### src/rtl/core/csoc_pkg.sv
// Package with shared types, constants and the voltage-to-SoC table for the SoC estimator.
package csoc_pkg;

	localparam int CHARGE_BITS_DEF    = 40;
	localparam int COEF_FRAC_BITS_DEF = 16;
	localparam int CAMS_PER_MAH       = 360000;
	localparam int DIV_BITS           = 48;

	typedef enum logic [2:0] {
		REG_CAPACITY  = 3'd0,
		REG_VMIN      = 3'd1,
		REG_VMAX      = 3'd2,
		REG_INIT      = 3'd3,
		REG_REST_CUR  = 3'd4,
		REG_REST_TIME = 3'd5
	} reg_idx_t;

	typedef enum logic [3:0] {
		ST_IDLE,
		ST_UPDATE,
		ST_SEED_MUL,
		ST_SEED_CAP,
		ST_DIV_SOC1,
		ST_DIV_SOC2,
		ST_DONE
	} state_t;

	typedef struct packed {
		logic                start;
		logic [DIV_BITS-1:0] dividend;
		logic [DIV_BITS-1:0] divisor;
	} div_req_t;

	typedef struct packed {
		logic                busy;
		logic                done;
		logic [DIV_BITS-1:0] quotient;
	} div_rsp_t;

	// Segment bounds (exclusive upper codes) and coefficients scaled by 1e5.
	function automatic logic [2:0] seg_of(input logic [7:0] code);
		logic [2:0] s;
		if (code < 8'd90) s = 3'd0;
		else if (code < 8'd137) s = 3'd1;
		else if (code < 8'd150) s = 3'd2;
		else if (code < 8'd162) s = 3'd3;
		else if (code < 8'd171) s = 3'd4;
		else if (code < 8'd182) s = 3'd5;
		else if (code < 8'd190) s = 3'd6;
		else s = 3'd7;
		return s;
	endfunction

	function automatic logic [24:0] seg_a(input logic [2:0] i);
		logic [24:0] v;
		unique case (i)
			3'd0: v = 25'd4082;
			3'd1: v = 25'd33497;
			3'd2: v = 25'd132143;
			3'd3: v = 25'd183199;
			3'd4: v = 25'd89213;
			3'd5: v = 25'd131098;
			3'd6: v = 25'd100031;
			default: v = 25'd135913;
		endcase
		return v;
	endfunction

	function automatic logic [24:0] seg_b(input logic [2:0] i);
		logic [24:0] v;
		unique case (i)
			3'd0: v = 25'd265330;
			3'd1: v = 25'd2912730;
			3'd2: v = 25'd16407270;
			3'd3: v = 25'd24106610;
			3'd4: v = 25'd8861470;
			3'd5: v = 25'd16019420;
			3'd6: v = 25'd10362090;
			default: v = 25'd17168870;
		endcase
		return v;
	endfunction

endpackage

### src/rtl/core/csoc_div.sv
// Restoring radix-2 divider, one quotient bit per cycle.
module csoc_div import csoc_pkg::*; (
	input  logic     clk,
	input  logic     arst_n,
	input  div_req_t req,
	output div_rsp_t rsp
);
	logic [DIV_BITS-1:0] rem_q, quo_q, dvs_q;
	logic [5:0]          cnt_q;
	logic                busy_q, done_q;
	logic [DIV_BITS:0]   trial;

	assign trial = {rem_q, quo_q[DIV_BITS-1]} - {1'b0, dvs_q};

	always_ff @(posedge clk or negedge arst_n) begin
		if (!arst_n) begin
			busy_q <= 1'b0;
			done_q <= 1'b0;
			cnt_q  <= '0;
		end else begin
			done_q <= 1'b0;
			if (req.start) begin
				busy_q <= 1'b1;
				cnt_q  <= 6'(DIV_BITS);
			end else if (busy_q) begin
				cnt_q <= cnt_q - 6'd1;
				if (cnt_q == 6'd1) begin
					busy_q <= 1'b0;
					done_q <= 1'b1;
				end
			end
		end
	end

	always_ff @(posedge clk) begin
		if (req.start) begin
			rem_q <= '0;
			quo_q <= req.dividend;
			dvs_q <= req.divisor;
		end else if (busy_q) begin
			if (!trial[DIV_BITS]) begin
				rem_q <= trial[DIV_BITS-1:0];
				quo_q <= {quo_q[DIV_BITS-2:0], 1'b1};
			end else begin
				rem_q <= {rem_q[DIV_BITS-2:0], quo_q[DIV_BITS-1]};
				quo_q <= {quo_q[DIV_BITS-2:0], 1'b0};
			end
		end
	end

	assign rsp.busy     = busy_q;
	assign rsp.done     = done_q;
	assign rsp.quotient = quo_q;
endmodule

### config.mk
export PLATFORM = sky130hd
export DESIGN_NAME = csoc_div
export DESIGN_NICKNAME = d
export VERILOG_FILES = /design/src/rtl/core/csoc_pkg.sv /design/src/rtl/core/csoc_div.sv
export SDC_FILE = /design/constraint.sdc
export NUM_CORES = 1
export LEC_CHECK = 0
export ABC_AREA = 1
export ABC_CLOCK_PERIOD_IN_PS = 5100
export BUFFER_PORTS_ARGS = -buffer_cell sky130_fd_sc_hd__buf_4
export CORE_AREA = 4 4 193 120
export CTS_CLUSTER_DIAMETER = 60
export CTS_CLUSTER_SIZE = 24
export DETAILED_ROUTE_END_ITERATION = 12
export DIE_AREA = 0 0 197 124
export PLACE_DENSITY = 0.69
export SLEW_MARGIN = 20
export SYNTH_ARGS = -nofsm -noshare
export SYNTH_HDL_FRONTEND = slang
export SYNTH_SLANG_ARGS = --single-unit
### constraint.sdc
create_clock -name clk -period 5.1 [get_ports clk]
set_clock_uncertainty 0.05 [all_clocks]
set_input_delay 0.765 -clock clk [delete_from_list [all_inputs] [get_ports clk]]
set_output_delay 0.765 -clock clk [all_outputs]
set_load 0.1 [all_outputs]
## Yosys cells after proc, flatten, opt, wreduce, memory -nomap -nowiden

Index checks and enable logic that the tools add are counted.

- Register bits: 152
- Output and inout bits: 50
- Logic and storage cells: 22

- $add $sub $neg: 2
- Equal/unequal tests: 1
- Muxes and demuxes: 12
- Reduce and logical (&&, ||, !) cells: 1

Operators by type and width:

| kind | count |
|---|---|
| 48-bit two-way mux | 3 |
| 49-bit by 48-bit subtractor with 49-bit output | 1 |
| 6-bit two-way mux | 2 |
| 1-bit two-way mux | 7 |
| 6-bit by 1-bit equality test with 1-bit output, second input constant | 1 |
| 6-bit by 1-bit subtractor with 6-bit output, second input constant | 1 |
| 2-bit nonzero test | 1 |

## Logic depth before layout (Yosys ltp)

- Word-level depth: 4
- Depth in mapped cells: 19
- Depth with buffers taken out: 18

## Worst setup path before layout

No wires, ideal clock.

- Path type: reg2reg
- Start point: register quo_q[47]
- End point: register quo_q[0] (data pin)
- Library setup time: 266 ps
- Data arrival time: 2,791 ps
- Data required time: 4,784 ps
- Setup slack: 1,994 ps
- Stages on the path, launching flop included: 18
- Clock period less this slack: 3,106 ps
- Cell sequence: edfxtp_1 inv_1 ha_1 fa_1 inv_1 nand2_1 nand2_1 nand3_1 nand2_2 nand2_1 nand2_2 nand2_1 nand3_2 nand2_1 nand2_2 buf_6 buf_6 o21ai_1

- Word-level cells in the longest chain between the ends: 4

Ends and longest elaborated chain:

| what | RTL line | RTL |
|---|---|---|
| start, declared | csoc_div.sv:8 | `logic [DIV_BITS-1:0] rem_q, quo_q, dvs_q;` |
| start signal, assigned | csoc_div.sv:38 | `quo_q <= req.dividend;` |
| start signal, assigned | csoc_div.sv:43 | `quo_q <= {quo_q[DIV_BITS-2:0], 1'b1};` |
| start signal, assigned | csoc_div.sv:46 | `quo_q <= {quo_q[DIV_BITS-2:0], 1'b0};` |
| 49-bit by 48-bit subtractor with 49-bit output | csoc_div.sv:13 | `assign trial = {rem_q, quo_q[DIV_BITS-1]} - {1'b0, dvs_q};` |
| 1-bit two-way mux | csoc_div.sv:41 | `if (!trial[DIV_BITS]) begin` |
| 48-bit two-way mux | csoc_div.sv:40 | `end else if (busy_q) begin` |
| 48-bit two-way mux | csoc_div.sv:36 | `if (req.start) begin` |

No other way between the ends. The select of a mux whose other input is x is not followed.
A chain may end at the register's enable or synchronous reset.

## Worst setup path after layout

- Start point: register dvs_q[17]
- End point: register rem_q[28]

- Word-level cells in the longest chain between the ends: 2

Ends and longest elaborated chain:

| what | RTL line | RTL |
|---|---|---|
| start, declared | csoc_div.sv:8 |  |
| start signal, assigned | csoc_div.sv:39 | `dvs_q <= req.divisor;` |
| 49-bit by 48-bit subtractor with 49-bit output | csoc_div.sv:13 |  |
| 48-bit two-way mux | csoc_div.sv:41 |  |
| end signal, assigned | csoc_div.sv:42 | `rem_q <= trial[DIV_BITS-1:0];` |
| end signal, assigned | csoc_div.sv:45 | `rem_q <= {rem_q[DIV_BITS-2:0], quo_q[DIV_BITS-1]};` |
| end, declared | csoc_div.sv:8 |  |

No other way between the ends.

==> metrics <==
Routed WL per cell=15.0 µm; worst min path class=in -> async; total negative slack=0 ns; CTS resizes=0; number of global-route vias before repair=9028; final setup vio count=0; share of the core filled with cells=57.8%; worst skew pair latency=0.45 ns; Die X=197 µm; largest net degree at the start of global routing=51; Die Area=0.0244 mm²; Max-Cap Viols=0; average cell area after synthesis=6.51 µm²; critical path peak fanout=37; end of the critical path=rem_q[28]; remaining antenna violation count=0; CP dominant cell by count=nand2_1; ys flop type=edfxtp_1; Synth top cells by count=716 x nand2_1, 322 x inv_1, 109 x nor2_1; crit path launch=dvs_q[17]; share of cells above drive strength 1=11.4%; clock buffer count from CTS=17; Fin. Hold Viols=0; RePlAce Congestion=0.973; first-pass GRT wire length=48700 µm; # clock sinks=152; Worst EP arrival=3.59 ns; DR vias/cell=4.94; drt drc=0; WL final=30700 µm; headroom to the max-slew limit=29.7%; worst vdd ir=0.234 mV; RSZ-0062 raised after global routing=no; Yosys top cell by area=edfxtp_1; post-synthesis register bit count=152; Initial Utilization=48.8%; initial antenna violation count=1; Synth top area share=27.4%; 1st-iter DRT viols=1045; Crit. path cell count=16; Ports=149; number of hold-repair buffers added at the cts stage=0; DP HPWL=23900 µm; top cells by area, synth=edfxtp_1 27%, nand2_1 26%, inv_1 11%; slowest stage delay, CP=0.64 ns; Final #Nets=1903; final slew viol count=0; CP top delay family=simple AND/OR/NAND/NOR gates; Startpoint Class=register; Mapped Area=0.0105 mm²; Placeable Area=0.0215 mm²; Reg2Reg Launch Point=dvs_q[17]; I/O Buffers=148; register-to-register setup slack=1.80 ns; fmax=303 MHz; overall die height=124 µm; CTS tree=built; H-tree level count=4; Critical Path RT=5.39 ns; CTS max path bufs=2; EDFF count, synth=96; critical path endpoint category=register; CTS root buf=clkbuf_16; Tmin final=3.30 ns; leakage power figure=6.90 nW; final std cell area, no fill=0.0124 mm²; DP Area=0.0118 mm²; CP Cell Sequence=inv_1, ha_1, nand2_1, nand2_1, nand2_1, nand2_1, nand2_1, nand2_1, nand2_1, nand2_1, nand2_1, nand4_1, nand2_4, o21ai_0, nand3_1, nand2_1; vias=10129; Post-CTS Setup Bufs=0; fraction of registers with async set/reset=5.26%; Mapped Cells=1616; PwrDens=270 mW/mm²; Clock Pin Slew Worst Setup and Hold Paths=0.07 ns; Critical path buffers and inverters=1; total track usage=25.7%; Worst path slowest cell=nand2_4; row count=42; post-synthesis sequential area ratio=38.5%; number of distinct library cells after synthesis=36; 1st-pass router iterations=5; Synthesized Nets=1766; Ys Warns=0; status=finished, final reports clean; slew of the pin with the lowest slew margin=1.05 ns; Worst R2R Path Depth=16; Area Overhead vs Synth=18.3%; FF-to-FF End=rem_q[28]; WS Path Type=reg -> reg; n_diodes=0; final period utilization=64.7%; count leader, synth=nand2_1; GRT overflow=0
==> how the worst min path moves through the flow <==
stage                    from         to  slack (ns)  cells past startpoint
floorplan            cnt_q[3]   cnt_q[3]        0.40                      1
global placement    rem_q[29]  rem_q[29]        0.41                      2
detailed placement   rem_q[3]   rem_q[3]        0.42                      2
CTS                    arst_n     busy_q        0.06                      1
global route           arst_n     busy_q        0.07                      1
finish                 arst_n     busy_q        0.08                      1
==> placed cells by master (no fill, tap or decap), types with 2 or more instances in the layout <==
cell type	n
nand2_1	716
inv_1	321
buf_4	152
nor2_1	107
edfxtp_1	96
nand3_1	92
ha_1	50
dfxtp_1	48
a21oi_1	37
clkbuf_16	18
xnor2_1	17
nand4_1	14
o21ai_0	12
o21ai_1	11
xor2_1	9
dfrtp_1	8
nor3_1	6
nand2_2	5
inv_6	5
nand3b_1	4
inv_2	4
clkinvlp_4	4
nor4_1	3
o21bai_1	3
nor2_4	3
nor2_2	3
and2_1	2
a21boi_0	2
clkinv_1	2
nand2_4	2
clkbuf_8	2
==> cell type report <==
cell class	count	area [µm²]
Tap cell	286	358
Clock inverter	11	108
Sequential cell	152	4040
Timing Repair Buffer	152	1140
Inverter	326	1220
Clock buffer	21	482
Multi-Input combinational cell	1104	5090
Fill cell	2086	9100
==> metal layers <==
| layer | track usage (%) | vias up | routed length, µm |
|---|---|---|---|
| met5 | 0 | - | 20 |
| met3 | 7.98 | 32 | 3350 |
| met4 | 5.76 | 2 | 390 |
| li1 | - | 5156 | - |
| met1 | 41.5 | 4546 | 15800 |
| met2 | 32.5 | 393 | 11200 |
==> worst reg2reg max path: stages, from the launching register on <==
cell,delay [ns]
edfxtp_1,0.38
inv_1,0.08
ha_1,0.32
nand2_1,0.11
nand2_1,0.08
nand2_1,0.06
nand2_1,0.07
nand2_1,0.09
nand2_1,0.07
nand2_1,0.11
nand2_1,0.11
nand2_1,0.14
nand4_1,0.53
nand2_4,0.64
o21ai_0,0.22
nand3_1,0.10
nand2_1,0.05
==> stage by stage <==
step | hold slack, ns | setup slack [ns] | std cells | total power, W
2_1_floorplan | 0.399 | 1.99 | 1616 | 0.00191
6_report | 0.0773 | 1.80 | 2052 | 0.00337
5_1_grt | 0.0689 | 1.43 | 2052 | 0.00349
3_3_place_gp | 0.411 | 1.85 | 2020 | 0.00210
3_5_place_dp | 0.415 | 1.84 | 2020 | 0.00211
4_1_cts | 0.0643 | 1.82 | 2052 | 0.00339
==> registers in the layout (all words and copies together) (netlist names) <==
register  flops
busy_q        1
dvs_q        48
rem_q        48
quo_q        48
done_q        1
cnt_q         6
==> report_power, final <==
part / internal [W] / leakage [nW] / switching, W
logic: 0.000178 / 5.15 / 0.000480
registers: 0.00139 / 1.48 / 0.0000367
clock network: 0.000733 / 0.276 / 0.000549
==> cells by family (layout without fill, tap and decap cells) <==
logic type / Yosys count / count (layout) / synth area share, %
AND/OR/NAND/NOR: 959 / 959 / 36.5
flip-flops: 152 / 152 / 38.5
XOR/XNOR: 26 / 26 / 2.17
AO/OA/AOI/OAI: 68 / 68 / 3.43
adder cells (fa/ha/maj): 51 / 51 / 6.14
buffers and inverters: 360 / 510 / 13.4
No activity file was read; power rests on OpenSTA's default activity.
