<file path="src/rtl/core/csoc_pkg.sv">
// Package with shared types, constants and the voltage-to-SoC table for the SoC estimator.
package csoc_pkg;

	localparam int CHARGE_BITS_DEF    = 40;
	localparam int COEF_FRAC_BITS_DEF = 16;
	localparam int CAMS_PER_MAH       = 360000;
	localparam int DIV_BITS           = 48;

	typedef enum logic [2:0] {
		REG_CAPACITY  = 3'd0,
		REG_VMIN      = 3'd1,
		REG_VMAX      = 3'd2,
		REG_INIT      = 3'd3,
		REG_REST_CUR  = 3'd4,
		REG_REST_TIME = 3'd5
	} reg_idx_t;

	typedef enum logic [3:0] {
		ST_IDLE,
		ST_UPDATE,
		ST_SEED_MUL,
		ST_SEED_CAP,
		ST_DIV_SOC1,
		ST_DIV_SOC2,
		ST_DONE
	} state_t;

	typedef struct packed {
		logic                start;
		logic [DIV_BITS-1:0] dividend;
		logic [DIV_BITS-1:0] divisor;
	} div_req_t;

	typedef struct packed {
		logic                busy;
		logic                done;
		logic [DIV_BITS-1:0] quotient;
	} div_rsp_t;

	// Segment bounds (exclusive upper codes) and coefficients scaled by 1e5.
	function automatic logic [2:0] seg_of(input logic [7:0] code);
		logic [2:0] s;
		if (code < 8'd90) s = 3'd0;
		else if (code < 8'd137) s = 3'd1;
		else if (code < 8'd150) s = 3'd2;
		else if (code < 8'd162) s = 3'd3;
		else if (code < 8'd171) s = 3'd4;
		else if (code < 8'd182) s = 3'd5;
		else if (code < 8'd190) s = 3'd6;
		else s = 3'd7;
		return s;
	endfunction

	function automatic logic [24:0] seg_a(input logic [2:0] i);
		logic [24:0] v;
		unique case (i)
			3'd0: v = 25'd4082;
			3'd1: v = 25'd33497;
			3'd2: v = 25'd132143;
			3'd3: v = 25'd183199;
			3'd4: v = 25'd89213;
			3'd5: v = 25'd131098;
			3'd6: v = 25'd100031;
			default: v = 25'd135913;
		endcase
		return v;
	endfunction

	function automatic logic [24:0] seg_b(input logic [2:0] i);
		logic [24:0] v;
		unique case (i)
			3'd0: v = 25'd265330;
			3'd1: v = 25'd2912730;
			3'd2: v = 25'd16407270;
			3'd3: v = 25'd24106610;
			3'd4: v = 25'd8861470;
			3'd5: v = 25'd16019420;
			3'd6: v = 25'd10362090;
			default: v = 25'd17168870;
		endcase
		return v;
	endfunction

endpackage

</file>
<file path="src/rtl/core/csoc_table.sv">
// Piecewise-linear voltage-code to SoC conversion, registered output.
module csoc_table import csoc_pkg::*; #(
	parameter int COEF_FRAC_BITS = COEF_FRAC_BITS_DEF
) (
	input  logic        clk,
	input  logic [7:0]  code,
	output logic [13:0] soc_s1
);
	localparam int F = COEF_FRAC_BITS;
	localparam longint ONE = 64'd1;
	// Q(F) coefficients rounded half up, computed at elaboration per segment.
	localparam int QW = 25 + F;

	function automatic logic [QW-1:0] to_q(input logic [24:0] v);
		logic [QW+16:0] x;
		x = ({{17{1'b0}}, v, {F{1'b0}}}) + (QW+17)'(50000);
		return QW'(x / (QW+17)'(100000));
	endfunction

	localparam logic [QW-1:0] QA [8] = '{to_q(seg_a(3'd0)), to_q(seg_a(3'd1)),
		to_q(seg_a(3'd2)), to_q(seg_a(3'd3)), to_q(seg_a(3'd4)), to_q(seg_a(3'd5)),
		to_q(seg_a(3'd6)), to_q(seg_a(3'd7))};
	localparam logic [QW-1:0] QB [8] = '{to_q(seg_b(3'd0)), to_q(seg_b(3'd1)),
		to_q(seg_b(3'd2)), to_q(seg_b(3'd3)), to_q(seg_b(3'd4)), to_q(seg_b(3'd5)),
		to_q(seg_b(3'd6)), to_q(seg_b(3'd7))};

	logic [2:0]    seg;
	logic [QW-1:0] qa;
	logic [QW-1:0] qb;
	logic signed [QW+9:0] s;
	logic [QW+9:0] sc;
	logic [QW+16:0] scaled;

	always_comb begin
		seg = seg_of(code);
		qa  = QA[seg];
		qb  = QB[seg];
		s   = $signed({10'd0, qa}) * $signed({{(QW+2){1'b0}}, code}) - $signed({10'd0, qb});
		if (s < 0) sc = '0;
		else if (s > $signed((QW+10)'(100 * (ONE << F)))) sc = (QW+10)'(100 * (ONE << F));
		else sc = s;
		scaled = (QW+17)'(sc) * (QW+17)'(100) + (QW+17)'(ONE << (F-1));
	end

	always_ff @(posedge clk) begin
		if (code < 8'd65) soc_s1 <= '0;
		else if (code >= 8'd210) soc_s1 <= 14'd10000;
		else soc_s1 <= 14'(scaled >> F);
	end
endmodule

</file>
<file path="config.mk">
export PLATFORM = sky130hd
export DESIGN_NAME = csoc_table
export DESIGN_NICKNAME = d
export VERILOG_FILES = /design/src/rtl/core/csoc_pkg.sv /design/src/rtl/core/csoc_table.sv
export SDC_FILE = /design/constraint.sdc
export NUM_CORES = 1
export LEC_CHECK = 0
export ABC_AREA = 1
export BUFFER_PORTS_ARGS = -buffer_cell sky130_fd_sc_hd__clkbuf_2
export CAP_MARGIN = 20
export CELL_PAD_IN_SITES_DETAIL_PLACEMENT = 2
export CELL_PAD_IN_SITES_GLOBAL_PLACEMENT = 2
export CORE_ASPECT_RATIO = 0.9
export CORE_MARGIN = 1
export CORE_UTILIZATION = 33
export DETAILED_ROUTE_END_ITERATION = 7
export PLACE_DENSITY = 0.77
export REMOVE_ABC_BUFFERS = 1
export SLEW_MARGIN = 0
export SYNTH_ARGS = -nofsm -noshare
export SYNTH_HDL_FRONTEND = slang
export SYNTH_SLANG_ARGS = --single-unit
</file>
<file path="constraint.sdc">
create_clock -name clk -period 11.3 [get_ports clk]
set_input_delay 0.565 -clock clk [delete_from_list [all_inputs] [get_ports clk]]
set_output_delay 0.565 -clock clk [all_outputs]
set_load 0.05 [all_outputs]
</file>
### Word-level counts from Yosys, hierarchy flattened

Memories as Yosys holds them, arrays and structs flattened.
Index checks and enable logic that the tools add are counted.

* latch bits: 0
* output and inout port bits: 14
* input bits: 9
* memory bits (read-only): 656
* word-level logic and storage cells: 36
* memories kept: 2
* register bits after elaboration: 14
* bits in writable memories: 0

* shift-type cells: 0
* equal/unequal tests: 0
* add/sub/neg operators: 2
* reduce and logical (&&, ||, !) cells: 1
* $mul: 2
* order comparisons: 12
* mux-type cells: 14
* bitwise logic cells: 1
* divide/modulo/power cells: 0

Memories
* (no name shown): words 8, bits a word 41, read ports 1, clocked after memory_dff 0, wr ports 0, RTL line csoc_table.sv:37 `qb = QB[seg];`
* (no name shown): words 8, bits a word 41, read ports 1, clocked after memory_dff 0, wr ports 0, RTL line csoc_table.sv:36 `qa = QA[seg];`

Operators with widths (number)
* $mux W41: 4
* $mux W51: 2
* $mul A51 B5 Y28 const B: 1
* $gt A50 B24 Y1 const B: 1
* $lt A50 B1 Y1 const B: 1
* $sub A49 B41 Y50: 1
* $mul A41 B8 Y49: 1
* $lt A8 B8 Y1 const B: 6
* $add A30 B16 Y30 const B: 1
* $lt A8 B7 Y1 const B: 2
* $mux W14: 1
* $mux W3: 4
* $ge A8 B8 Y1 const B: 1
* $ge A4 B4 Y1 const B: 1
* $mux W2: 2
* $not A3 Y4: 1
* $reduce_or A2 Y1: 1
* $mux W1: 1

### Longest topological paths before layout

Gate-level depths: netlist of the first run.

* word-level depth: 20
* gate-level depth with buffers: 69
* gate-level depth less buffers: 68

### Worst setup path before layout of the first run

OpenSTA, ideal clock, no wires.

* path kind: input -> register
* from: in code[2]
* to: reg soc_s1[13]
* arrival time: 10.745 ns
* setup slack: 0.445 ns
* cell stages on the path: 57
* library setup time: 0.110 ns
* required time: 11.190 ns
* path buffers: 3
* cells stage by stage: clkbuf_1 > inv_1 > o21ai_0 > o2111ai_1 > nand2_1 > inv_1 > nor2_1 > o21ai_0 > nand2_1 > ha_1 > clkbuf_1 > inv_1 > a21oi_1 > inv_1 > o21ai_0 > inv_1 > nor2_1 > fa_1 > [21 not listed] > inv_1 > fa_1 > inv_1 > ha_1 > a21oi_1 > o21ai_0 > a21oi_1 > inv_1 > a2111oi_0 > nand3_1 > nand2_1 > nand3_1 > nor2_1 > nand3_1 > nand2_1 > nand3_1 > nand2_1 > inv_1

* longest elaborated chain between the ends: 20
* elaborated cells between the ends (all ways): 32
* classes of those cells: add/sub (2); mul (2); order compare (11); mux (14); bitwise (1); memory (2)

Ends and longest elaborated chain
* start, declared: RTL line csoc_table.sv:6 `input logic [7:0] code,`
* $lt A8 B8 Y1: RTL line csoc_pkg.sv:49 `else if (code < 8'd190) s = 3'd6;`
* $mux W1: RTL line csoc_pkg.sv:49
* $mux W2: RTL line csoc_pkg.sv:48 `else if (code < 8'd182) s = 3'd5;`
* $mux W2: RTL line csoc_pkg.sv:47 `else if (code < 8'd171) s = 3'd4;`
* $mux W3: RTL line csoc_pkg.sv:46 `else if (code < 8'd162) s = 3'd3;`
* $mux W3: RTL line csoc_pkg.sv:45 `else if (code < 8'd150) s = 3'd2;`
* $mux W3: RTL line csoc_pkg.sv:44 `else if (code < 8'd137) s = 3'd1;`
* $mux W3: RTL line csoc_pkg.sv:43 `if (code < 8'd90) s = 3'd0;`
* [4 not listed]
* $mul A41 B8 Y49: RTL line csoc_table.sv:38 `s = $signed({10'd0, qa}) * $signed({{(QW+2){1'b0}}, code}) - $signed({10'd0, qb});`
* $sub A49 B41 Y50: RTL line csoc_table.sv:38
* $gt A50 B24 Y1: RTL line csoc_table.sv:40 `else if (s > $signed((QW+10)'(100 * (ONE << F)))) sc = (QW+10)'(100 * (ONE << F));`
* $mux W51: RTL line csoc_table.sv:40
* $mux W51: RTL line csoc_table.sv:39 `if (s < 0) sc = '0;`
* $mul A51 B5 Y28: RTL line csoc_table.sv:42 `scaled = (QW+17)'(sc) * (QW+17)'(100) + (QW+17)'(ONE << (F-1));`
* $add A30 B16 Y30: RTL line csoc_table.sv:42
* $mux W14: RTL line csoc_table.sv:47 `else if (code >= 8'd210) soc_s1 <= 14'd10000;`
* end signal, assigned: RTL line csoc_table.sv:48 `else soc_s1 <= 14'(scaled >> F);`
* end, declared: RTL line csoc_table.sv:7 `output logic [13:0] soc_s1`

Several ways; a longest one is shown, not always the timed one. The select of a mux whose other input is x is not followed.
A chain may end at the register's enable or synchronous reset.

### Final worst setup path of the first run

* from: in code[6]
* to: reg soc_s1[11]

* longest elaborated chain between the ends: 19
* elaborated cells between the ends (all ways): 32
* classes of those cells: add/sub (2); mul (2); order compare (11); mux (13); bitwise (1); reduce/logical (1); memory (2)

Ends and longest elaborated chain (RTL line)
* $lt A8 B8 Y1: csoc_pkg.sv:49
* $mux W1: csoc_pkg.sv:49
* $mux W2: csoc_pkg.sv:48
* $mux W2: csoc_pkg.sv:47
* $mux W3: csoc_pkg.sv:46
* $mux W3: csoc_pkg.sv:45
* $mux W3: csoc_pkg.sv:44
* $mux W3: csoc_pkg.sv:43
* [2 not listed]
* $mux W41 (implied by the code) (2 in a row): csoc_table.sv:36
* $mul A41 B8 Y49: csoc_table.sv:38
* $sub A49 B41 Y50: csoc_table.sv:38
* $gt A50 B24 Y1: csoc_table.sv:40
* $mux W51: csoc_table.sv:40
* $mux W51: csoc_table.sv:39
* $mul A51 B5 Y28: csoc_table.sv:42
* $add A30 B16 Y30: csoc_table.sv:42

Several ways; a longest one is shown, not always the timed one. The select of a mux whose other input is x is not followed.

==> metrics.csv, run 1 <==
metric,value,unit
Vias/cell,5.097,
fin area,12260,um^2
area grow syn2layout,23.52,%
Critical Path End,soc_s1[11],
clock-pin slew on the worst setup and hold paths,0.06,ns
status,"finished, violations left",
Detail Placement HPWL,35.93,mm
die area,30780,um^2
critical path startpoint,code[6],
Synth Register Bits,14,
Post-DRT Antenna Nets,0,
Crit Path Max Fanout,7,
Post-synth top cells,"407 x inv_1, 393 x nand2_1, 166 x nor2_1",
Via Count,10790,
Die Ht,166.6,um
gr ovfl total,0,
GRT Resource Usage Total,27.26,%
Largest Register,soc_s1,
Fmax achieved,86.44,MHz
CP Data Required Time,11.46,ns
GR Layer Usage met2,42.51,%
Root Buffer,clkbuf_16,
"EDFF count, synth",0,
CTS buffer count,3,
Max-cap violations,0,
critical path's most frequent cell,nand2_1,
met3 Use GR,2.755,%
cell count after placement,2105,
Yosys top cell area share,26.82,%
initial antenna violation count,1,
first-pass GRT wire length,65.13,mm
nets@finish,1990,
Most used DFF post-synth,dfxtp_1,
Mean Syn Cell Area,6.356,um^2
drc violations,0,
Die W,184.8,um
slowest library cell on the worst path,fa_1,
FP Rows,59,
# H-tree levels,1,
Startpoint Class,input pin,
CTS tree,done,
max FFs per register,14,
Worst EP arrival,11.73,ns
ant diodes,0,
1st-pass router iterations,4,
Setup CP Type,in2reg,
"Distinct cells, synth",44,
GPL Wtd Cong,0.8896,
met1 GRT Util,41.38,%
final setup violation count,8,
Post-DP Area,11530,um^2
sequential share of the synthesized area,2.823,%
initial core utilization,33.96,%
Hold Crit Class,in2reg,
Final Hold Violating Endpoints,0,
worst slew pin tran,0.8874,ns
PortBufs,22,
WHS,1.272,ns
clock period minus worst slack,11.57,ns
async set-or-reset flop fraction in the synthesized netlist,0,%
CP Capture Type,flop,
final cell count without fillers,2117,
Pins Over Slew Limit,0,
YS warnings,0,
min setup slack post-route,-0.2684,ns
Largest regs,soc_s1 (14),
Critical Path Max Stage Delay,0.57,ns
DRT iter0 DRCs,536,
Most Crowded Layer GR,met2,
largest net degree at the start of global routing,18,
Synth area leader,fa_1,
core area,29230,um^2
largest cells by area after synthesis,"fa_1 27%, ha_1 16%, inv_1 15%",
IO Pins,23,
period utilisation layout,102.4,%
WL per Instance,21.84,um
Fill cells,3620,
synthesized area,9928,um^2
number of global-route vias before repair,11770,
total wire length,46.23,mm
failing checks,setup timing,
Max clock buf depth,2,
# hold bufs at CTS,0,
ratio of cells with drive above 1 in the final layout,20.69,%
Rel. slew slack,40.45,%
Mapped Cells,1562,
top-count cell post-synth,inv_1,
CTS sink cnt,14,
[critical path, delay by kind of cell]
kind	cells	cell delay, ns
AOI/OAI and AO/OA	3	0.66
adders and majority gates	10	4.29
buffers and inverters	17	1.96
and+or+nand+nor	34	4.21
[how the worst min path moves through the flow]
stage               startpoint   endpoint  slack, ns  cells after the start
floorplan              code[5]  soc_s1[8]       0.92                      4
global placement     soc_s1[8]  soc_s1[8]       1.06                      1
detailed placement   soc_s1[3]  soc_s1[3]       1.06                      1
CTS                    code[3]  soc_s1[9]       1.21                      8
global route         soc_s1[0]  soc_s1[0]       1.34                      1
finish                 code[3]  soc_s1[9]       1.27                      8
[cells in the final DEF, fill, tap and decap left out, drive strengths merged, types with 2 or more instances in the layout]
| cell type | n |
|---|---|
| inv | 426 |
| nand2 | 406 |
| nor2 | 177 |
| buf | 150 |
| fa | 133 |
| ha | 126 |
| nand3 | 82 |
| a21oi | 68 |
| o21ai | 31 |
| clkbuf | 25 |
| nor3 | 18 |
| dfxtp | 14 |
| nand4 | 13 |
| nand3b | 9 |
| conb | 5 |
| o21bai | 4 |
| xor2 | 4 |
| xnor2 | 3 |
| nor4 | 3 |
| or2 | 3 |
| o31ai | 2 |
| clkinv | 2 |
| and2 | 2 |
| clkinvlp | 2 |
| o21a | 2 |
| o211ai | 2 |
| a21boi | 2 |
[per-layer routing]
metal / wire length [um] / vias up
li1: - / 4975
met1: 21370 / 5492
met2: 21300 / 264
met3: 2568 / 58
met4: 969 / 2
met5: 13 / -
[metrics by stage]
step	setup TNS [ns]	setup slack (ns)	utilization, %
2_1_floorplan	0	0.2974	-
4_1_cts	0	0.001343	39.87
3_3_place_gp	0	0.01095	39.46
5_1_grt	-4.996	-0.6361	41.95
3_5_place_dp	-2.293	-0.3965	39.46
6_report	-1.180	-0.2684	41.95
[layout make-up]
| cell class | instances | area, um^2 | area share, % |
|---|---|---|---|
| clock buffers | 4 | 88.84 | 0.7244 |
| inverters | 429 | 1617 | 13.18 |
| multi-input cells | 1102 | 8527 | 69.53 |
| flip-flops and latches | 14 | 280.3 | 2.285 |
| well taps | 396 | 495.5 | 4.040 |
| repair buffers | 171 | 1247 | 10.17 |
| repair inverters | 1 | 7.507 | 0.06122 |
[cell families after synthesis]
| family | count (synthesis) | synth area share, % |
|---|---|---|
| compound gates | 118 | 6.604 |
| flops | 14 | 2.823 |
| buf+inv | 449 | 16.99 |
| fa+ha+maj | 259 | 42.70 |
| xor+xnor | 7 | 0.6175 |
| simple gates | 713 | 30.20 |
| other cells | 2 | 0.07564 |
[repair_timing]
action	CTS	global route
gates resized for setup	9	152
pin swaps	0	16
setup buffers	0	7
cloned	0	1
setup endpoints to repair	7	14
Power of run 1 is left out: the tool's default activity adds up to more than one toggle a clock period on the data nets, which glitch-free logic cannot reach.
==> inputs of run 2 (changes only) <==
- HOLD_SLACK_MARGIN: unset -> 0.15
- MAX_ROUTING_LAYER: unset -> met4
- RECOVER_POWER: unset -> 25
==> run 2 against run 1 <==
The flow still finishes with violations (setup timing). Critical path depth is 6 lower. Design area is 1.4% higher. Fmax is 0.41% lower. Die area stayed put. Worst hold slack worse by 0.070 ns. Cell count is 1.1% higher. Worst setup slack worse by 0.048 ns. Sequential share of layout area hardly changed. Utilization is 0.58 points higher. Flip-flop and latch count stayed put. Routed wire length is 0.76% higher. Highest routed layer is now met4.
==> metrics.csv, run 2 (synthesized netlist as in run 1, its figures left out) <==
metric,value,unit,change
status,"finished, violations left",,unchanged
failing checks,setup timing,,unchanged
Root Buffer,clkbuf_16,,unchanged
total wire length,46.58,mm,was 46.23 mm
Setup CP Type,in2reg,,unchanged
FP Rows,59,,unchanged
first-pass GRT wire length,67.38,mm,was 65.13 mm
CP Capture Type,flop,,unchanged
Post-DP Area,11670,um^2,was 11530 um^2
GPL Wtd Cong,0.9210,,was 0.8896
WL per Instance,21.75,um,was 21.84 um
largest net degree at the start of global routing,18,,unchanged
Pins Over Slew Limit,0,,unchanged
CTS sink cnt,14,,unchanged
slowest library cell on the worst path,fa_1,,unchanged
max FFs per register,14,,unchanged
Detail Placement HPWL,37.13,mm,was 35.93 mm
initial antenna violation count,0,,was 1
Max Used Layer,met4,,was met5
CTS tree,done,,unchanged
Die W,184.8,um,unchanged
Rel. slew slack,34.93,%,was 40.45%
PortBufs,22,,unchanged
nets@finish,2014,,was 1990
gr ovfl total,0,,unchanged
Largest Register,soc_s1,,unchanged
final setup violation count,10,,was 8
# H-tree levels,1,,unchanged
Reg area,280.3,um^2,unchanged
"leading cell type in the layout, fill and taps excluded",inv_1,,unchanged
Post-DRT Antenna Nets,0,,unchanged
Crit Path Max Fanout,7,,unchanged
CTS buffer count,3,,unchanged
Fill cells,3595,,was 3620
critical path's most frequent cell,nand2_1,,unchanged
Fmax achieved,86.08,MHz,was 86.44 MHz
Hold Crit Class,in2reg,,unchanged
Metal-1 WL,21.38,mm,was 21.37 mm
die area,30780,um^2,unchanged
Largest regs,soc_s1 (14),,unchanged
Critical Path Max Stage Delay,0.59,ns,was 0.57 ns
Die Ht,166.6,um,unchanged
Multi-input gate area,8487,um^2,was 8527 um^2
core area,29230,um^2,unchanged
worst slew pin tran,0.9696,ns,was 0.8874 ns
IO Pins,23,,unchanged
GRT Resource Usage Total,29.15,%,was 27.26%
clock-pin slew on the worst setup and hold paths,0.05,ns,was 0.06 ns
initial core utilization,33.96,%,unchanged
routed wl met2,22.26,mm,was 21.30 mm
area grow syn2layout,25.23,%,was 23.52%
CP Data Required Time,11.47,ns,was 11.46 ns
number of global-route vias before repair,12120,,was 11770
DRT iter0 DRCs,658,,was 536
# hold bufs at CTS,0,,unchanged
CP top delay family,adder cells,,unchanged
drc violations,0,,unchanged
most frequent cells in the layout,"395 x inv_1, 375 x nand2_1, 165 x buf_4, 133 x fa_1, 129 x nor2_1",,"was 398 x inv_1, 368 x nand2_1, 147 x buf_4, 135 x nor2_1, 133 x fa_1"
fin area,12430,um^2,was 12260 um^2
Via Count,10910,,was 10790
Worst EP arrival,11.79,ns,was 11.73 ns
min setup slack post-route,-0.3165,ns,was -0.2684 ns
Startpoint Class,input pin,,unchanged
Buffers & Inverters on Critical Path,15,,was 17
clock period minus worst slack,11.62,ns,was 11.57 ns
met3 routed WL,2.333,mm,was 2.568 mm
ant diodes,0,,unchanged
Vias/cell,5.098,,was 5.097
Final Hold Violating Endpoints,0,,unchanged
period utilisation layout,102.8,%,was 102.4%
Max clock buf depth,2,,unchanged
ratio of cells with drive above 1 in the final layout,21.26,%,was 20.69%
Max-cap violations,0,,unchanged
1st-pass router iterations,8,,was 4
run 2: path summary, 6_finish.rpt:
path	startpoint	end	slack [ns]	cells past startpoint
setup / recovery	code[1]	soc_s1[12]	-0.32	58
hold / removal	code[5]	soc_s1[8]	1.20	7
run 2: per-layer routing:
layer	global-route usage (%)	vias up
li1	-	5018
met1	40.95	5603
met2	46.34	241
met3	3.083	52
met4	3.090	0
met5	-	-
run 2: timing repair:
action,4_1_cts,5_1_grt
buffers inserted,0,14
endpoints found under the setup margin,8,14
pin swaps,1,21
gates resized for setup,21,142
run 2: layout make-up:
class,count,area share [%]
multi-input cells,1102,68.26
inverters,429,13.09
repair buffers,196,11.69
well taps,396,3.985
flip-flops and latches,14,2.254
clock buffers,4,0.7145
run 2: metrics by stage:
stage	util [%]	setup slack (ns)	TNS (ns)	hold slack (ns)	std cells
final	42.53	-0.3165	-2.340	1.202	2141
after global routing	42.53	-0.7332	-6.573	1.261	2141
after CTS	40.45	0.01118	0	1.173	2127
after detailed placement	39.92	-0.5121	-2.812	1.062	2123
after global placement	39.92	-0.01364	-0.01364	1.061	2123
after floorplan	-	0.2974	0	0.9249	1545
Power of run 2 is left out for the same reason.
